[src/hw/rtl/conv3_ram.sv]
`timescale 1ns / 1ps
`default_nettype none
// conv3_ram: generic simple dual-port RAM, one write and one registered read
// port. No dependencies.

module conv3_ram #(
    parameter int WIDTH = 8,
    parameter int DEPTH = 256,
    localparam int AW = (DEPTH > 1) ? $clog2(DEPTH) : 1
) (
    input  wire logic             clk,
    input  wire logic             we,
    input  wire logic [AW-1:0]    waddr,
    input  wire logic [WIDTH-1:0] wdata,
    input  wire logic [AW-1:0]    raddr,
    output logic      [WIDTH-1:0] rdata
);

    logic [WIDTH-1:0] mem_reg [DEPTH];
    logic [WIDTH-1:0] rdata_reg;

    always_ff @(posedge clk)
    begin
        if (we)
        begin
            mem_reg[waddr] <= wdata;
        end
        rdata_reg <= mem_reg[raddr];
    end

    assign rdata = rdata_reg;

endmodule

`default_nettype wire

[config.mk]
export PLATFORM = sky130hd
export DESIGN_NAME = conv3_ram
export DESIGN_NICKNAME = d
export VERILOG_FILES = /design/src/hw/rtl/conv3_ram.sv
export SDC_FILE = /design/constraint.sdc
export NUM_CORES = 2
export LEC_CHECK = 0
export ABC_CLOCK_PERIOD_IN_PS = 2400
export BUFFER_PORTS_ARGS = -buffer_cell sky130_fd_sc_hd__buf_2
export CORE_AREA = 10 10 432 392
export CTS_BUF_LIST = sky130_fd_sc_hd__clkbuf_2
export DETAILED_ROUTE_END_ITERATION = 10
export DIE_AREA = 0 0 442 402
export PLACE_DENSITY = 0.71
export SKIP_LAST_GASP = 1
export SLEW_MARGIN = 5
export SYNTH_ARGS = -nofsm -noshare
export SYNTH_HDL_FRONTEND = slang
export SYNTH_SLANG_ARGS = --single-unit
[constraint.sdc]
create_clock -name clk -period 2.4 [get_ports clk]
set_input_delay 0.12 -clock clk [delete_from_list [all_inputs] [get_ports clk]]
set_output_delay 0.12 -clock clk [all_outputs]
set_load 0.005 [all_outputs]
=== After elaboration in Yosys (flattened, before gate mapping) ===
Memory sizes are Yosys's and may differ from the RTL's. A register that Yosys moved wholly into a read port is not among the register bits.
Cells that the tools add are included.

* Bits of input ports: 26
* Memories kept: 1
* Output and inout port bits: 8
* Memory bits (writable): 2048
* Word-level logic and storage cells: 3
* Flip-flop bits (word level): 0

* Multiplexer cells: 2

{| class="wikitable"
|+ Memory list
! name !! depth !! width !! rd ports !! clocked after Yosys merged registers in !! wr ports !! line !! source
|-
| mem_reg || 256 || 8 || 1 || 1 || 1 || 19 || <nowiki>logic [WIDTH-1:0] mem_reg [DEPTH];</nowiki>
|}

{| class="wikitable"
|+ Operator list
! cell !! number
|-
| two-way mux 1 bit || 2
|}

=== Longest topological paths before layout ===
* Depth after elaboration: 2
* Depth in mapped cells: 11
* Depth with buffers taken out: 6

=== Least setup slack after synthesis ===
Ideal clock, no wire load.

* Path type: in2reg
* Start: input port raddr[0]
* End: register rdata_reg[2], in the netlist rdata[2], read port of mem_reg
* Buffers on the path: 4
* Library setup time: 0.131 ns
* Stages on the path: 9
* Arrival time: 1.927 ns
* Data required time: 2.269 ns
* Setup slack: 0.342 ns
* Cell sequence: buf_6 -> buf_12 -> buf_8 -> buf_2 -> mux4_2 -> a22oi_1 -> a21oi_1 -> nor4_1 -> nor4_2

{| class="wikitable"
|+ RTL lines
! item !! line !! source
|-
| start: declaration || 15 || <nowiki>input wire logic [AW-1:0] raddr,</nowiki>
|-
| end: declaration || 20 || <nowiki>logic [WIDTH-1:0] rdata_reg;</nowiki>
|}

=== Worst setup path in the final report ===
* Start: register rdata_reg[6], in the netlist rdata[6], read port of mem_reg
* End: output port rdata[6]

{| class="wikitable"
|+ RTL lines
! item !! line !! source
|-
| end: declaration || 16 || <nowiki>output logic [WIDTH-1:0] rdata</nowiki>
|}

No word-level cell between the ends.

==> run summary <==
The fill cell total of the finished layout is 11700. A synthesized cell averages 21.3 sq um. The maximum net fanout on the critical path is 1.

The post-layout net count came out at 4779. The ratio of total power to cell area came out at roughly 710 nW/um^2. The number of port buffers came out at 33. Clock tree synthesis inserted a total of ~480 buffers. The run finished, with violations left. The clock latency reported for the late side of the worst-skew pair came out at 1900 ps.

The relative area change from synthesis to final layout is 16.1%. The placed wire-length estimate after detailed placement is 126000 um. The net count after synthesis came out at 3759. met2 is the most crowded layer. The share of Yosys cell area claimed by the top area cell type is 0.773.

The height of the die came out at 402 um. Ranked by total cell area, the synthesized netlist is headed by sky130_fd_sc_hd__edfxtp_1 77%, sky130_fd_sc_hd__mux4_2 13%, sky130_fd_sc_hd__mux2i_1 1.7%, sky130_fd_sc_hd__nor2_1 1.3%, sky130_fd_sc_hd__a22oi_1 1.3%. The switching portion of total power came out at 0.243.

The share of the core filled with cells in the final layout came out at 0.575. The number of design-rule violations left by the first detailed-router iteration is 6268. The met2 demand-to-capacity share in global routing came out at 0.350. In this run the power spent charging and discharging nets is 16.0 mW.

The gate count of the mapped netlist came out at between 3000 and 4000. The cell area reported after detailed placement is ~87000 sq um. The via count of the first global-routing pass is roughly 44000. The minimum clock period is between 2000 and 3000 ps.

The fraction of final layout cells sized beyond drive strength 1 is 0.381. The via total after detailed routing came out at 43300. The horizontal die dimension is 442 um.

The all-layer global routing usage came out at 0.224. The effective utilization at floorplan came out at 0.495. The number of failing setup endpoints in the final timing report came out at 9. For this design, the slowest cell found on the critical path is sky130_fd_sc_hd__dfxtp_4.

The I/O pin count is 34. For this run, the leading register cell type out of synthesis is sky130_fd_sc_hd__edfxtp_1. Before antenna repair, the detailed router went through 6 iterations. The power share of the clock group came out at 0.332. The logic gate share of total power is 0.065.

Of the total power, registers draw 0.603. The met1 track demand over resource is 0.317. The initial antenna violation count is 10.

The signal on the critical path passes through buf_6. Headroom to the max-slew limit came out at 0.149. The count of final max-slew check failures is 0. The number of buffers and inverters on the critical path is 1. Based on the critical path, the design can be clocked at up to 391 MHz. The count of max-cap constraint violations is 0.

The register with the most flip-flops in the layout has 2048 of them. TritonCTS built the clock tree. The post-synthesis async set-or-reset flop share came out at 0. The DRC violation count after routing is 0.

The number of warning messages in the yosys log is 0. The number of nets with antenna violations after routing is 0. The number of H-tree levels came out at 5. The library cell with the largest summed area after synthesis is sky130_fd_sc_hd__edfxtp_1. Among cell families on the critical path, the largest total delay comes from flip-flops. The largest stage delay on the critical path came out at 450 ps. Row generation in the floorplan step produced 140 rows. Clock tree synthesis selected as its root buffer the cell sky130_fd_sc_hd__clkbuf_2. Counting distinct cell types in the post-synthesis netlist gives 55. With fillers left out, the area of the finished cells amounts to 92400 sq um. The peak supply drop is around 0.57 mV. The register clock-pin slew on the reported worst setup and hold paths came out at 110 ps. The worst setup path is launched from a flop. The final worst-path setup slack is -159 ps.

The classification of the worst setup path is flop to output port. The slew at the pin closest to its max-slew limit came out at ~1300 ps. The reg-to-reg setup timing slack came out at -20 ps. Cell internal power was estimated by the tool at 49.7 mW. The die covers 178000 sq um. At the worst endpoint, the arrival time is 2440 ps. The share of the Yosys chip area taken by registers is 0.775. Counting every sink on the clock net gives 2056.

The clock arrives with between 150 and 200 ps of skew. The number of register bits inferred by synthesis came out at 2056. The post-route clock period utilization is 1.07. The total congestion overflow after global routing is 0. In the global route stage, met3 resource usage came out at 0.0489.

Counting flops with a built-in enable in the synthesized netlist gives 2048. The total chip power came out at 65.7 mW. The wire length of the first global-routing pass is 296000 um. The checks that failed: setup timing. The leakage power came out at roughly 31 nW. The final weighted congestion in routability-driven placement came out at 0.862. The area of the core came out at 161000 sq um. The hold slack is 2.73 ps. The cell area after synthesis came out at 79600 sq um. The number of buffers between clock root and the deepest sink came out at 4. The post-detailed-route via-to-cell ratio came out at roughly 6. The type of destination of the critical path is an output port. The average routed wire per standard cell is 27.8 um. After routing, the total negative slack on setup checks comes to -862 ps. The largest net degree at the start of global routing came out at 100.

The total wire length is ~200000 um. In this run the post-CTS setup repair buffer count came out at 0. The data required time of the worst path came out at 2280 ps.

The final-report hold violation count came out at 0. Setup repair after global routing could not meet its margin everywhere. The kind of path behind the tightest hold check is primary input to flop.
## final timing paths
check	startpoint	to	depth (start not counted)
hold reg to reg	mem_reg[4][2]$_DFFE_PP_	rdata[2]$_DFF_P_	6
setup reg to reg	mem_reg[242][0]$_DFFE_PP_	rdata[0]$_DFF_P_	5
hold / removal	waddr[3]	mem_reg[175][2]$_DFFE_PP_	7
setup / recovery	rdata[6]$_DFF_P_	rdata[6]	1
## power by group through the flow
stage	Combinational [mW]	Sequential [mW]	Clock, mW
floorplan	1.92	40.4	0
global placement	3.92	40.4	0
detailed placement	3.98	40.4	0
CTS	4.22	39.6	22.2
global route	4.46	39.6	24.2
finish	4.25	39.6	21.8
## Yosys cell counts (3+ instances only)
master / count
sky130_fd_sc_hd__nand4_1: 10
sky130_fd_sc_hd__clkbuf_1: 111
sky130_fd_sc_hd__buf_6: 21
sky130_fd_sc_hd__a22o_1: 8
sky130_fd_sc_hd__nand2_1: 33
sky130_fd_sc_hd__nor4_1: 24
sky130_fd_sc_hd__a21oi_1: 96
sky130_fd_sc_hd__mux2i_1: 134
sky130_fd_sc_hd__buf_1: 22
sky130_fd_sc_hd__buf_8: 13
sky130_fd_sc_hd__or2_2: 4
sky130_fd_sc_hd__buf_4: 27
sky130_fd_sc_hd__o22ai_1: 28
sky130_fd_sc_hd__o22a_1: 5
sky130_fd_sc_hd__buf_12: 8
sky130_fd_sc_hd__nor2b_1: 31
sky130_fd_sc_hd__mux4_2: 454
sky130_fd_sc_hd__a221oi_1: 13
sky130_fd_sc_hd__and2_1: 6
sky130_fd_sc_hd__o221ai_1: 46
sky130_fd_sc_hd__buf_2: 31
sky130_fd_sc_hd__edfxtp_1: 2048
sky130_fd_sc_hd__nor3_1: 22
sky130_fd_sc_hd__a22oi_1: 133
sky130_fd_sc_hd__nand2b_1: 8
sky130_fd_sc_hd__o32ai_1: 4
sky130_fd_sc_hd__nand3_1: 34
sky130_fd_sc_hd__dfxtp_1: 8
sky130_fd_sc_hd__nor2_1: 282
sky130_fd_sc_hd__o211ai_1: 10
sky130_fd_sc_hd__a211oi_1: 16
sky130_fd_sc_hd__o21ai_0: 10
sky130_fd_sc_hd__nor4_2: 3
## cell usage in the layout, fill, tap and decap left out, types with 17 or more instances in the layout
cell                               n
sky130_fd_sc_hd__a21oi_1          96
sky130_fd_sc_hd__a22oi_1         133
sky130_fd_sc_hd__buf_12           68
sky130_fd_sc_hd__buf_4           582
sky130_fd_sc_hd__clkbuf_2        710
sky130_fd_sc_hd__clkinv_1         90
sky130_fd_sc_hd__clkinv_2         25
sky130_fd_sc_hd__dlygate4sd3_1    80
sky130_fd_sc_hd__edfxtp_1       2048
sky130_fd_sc_hd__mux2i_1         134
sky130_fd_sc_hd__mux4_2          454
sky130_fd_sc_hd__nand2_1          33
sky130_fd_sc_hd__nand3_1          34
sky130_fd_sc_hd__nor2_1          277
sky130_fd_sc_hd__nor2b_1          27
sky130_fd_sc_hd__nor3_1           17
sky130_fd_sc_hd__o221ai_1         46
sky130_fd_sc_hd__o22ai_1          28
## cells by family after synthesis
logic type	Yosys count	share of synthesized area
AO/OA/AOI/OAI	385	0.0342
buffers and inverters	235	0.0183
flip-flops	2056	0.775
multiplexers	591	0.146
AND/OR/NAND/NOR	466	0.0263
## layer usage
layer	vias up	part of all wire
li1	18100	-
met5	-	0
met3	288	0.11
met4	0	0.022
met2	2665	0.48
met1	22300	0.39
## stage by stage
step           worst slack (ps)  std cells
6_report                   -159       7246
5_1_grt                    -265       7244
4_1_cts                    -352       7241
3_5_place_dp              -1040       6311
3_3_place_gp              -1020       6311
2_1_floorplan               342       3733
## repair_timing
item | CTS | global route
setup endpoints to repair | 16 | 278
gates resized for setup | 48 | 15
pin swaps | 3 | 5
hold buffers | 94 | 5
hold endpoints to repair | 4104 | 761
## area by class of cell
class,instances,area (sq um),share of cell area
sequential,2056,61700,0.668
clock inverter,126,653,0.00707
timing repair buffer,773,7090,0.0768
antenna,7,17.5,0.000190
inverter,2,7.51,0.0000813
multi-input combinational,1442,16700,0.181
tap,2130,2670,0.0288
clock buffer,710,3550,0.0385
No activity file was read; power rests on OpenSTA's default activity.
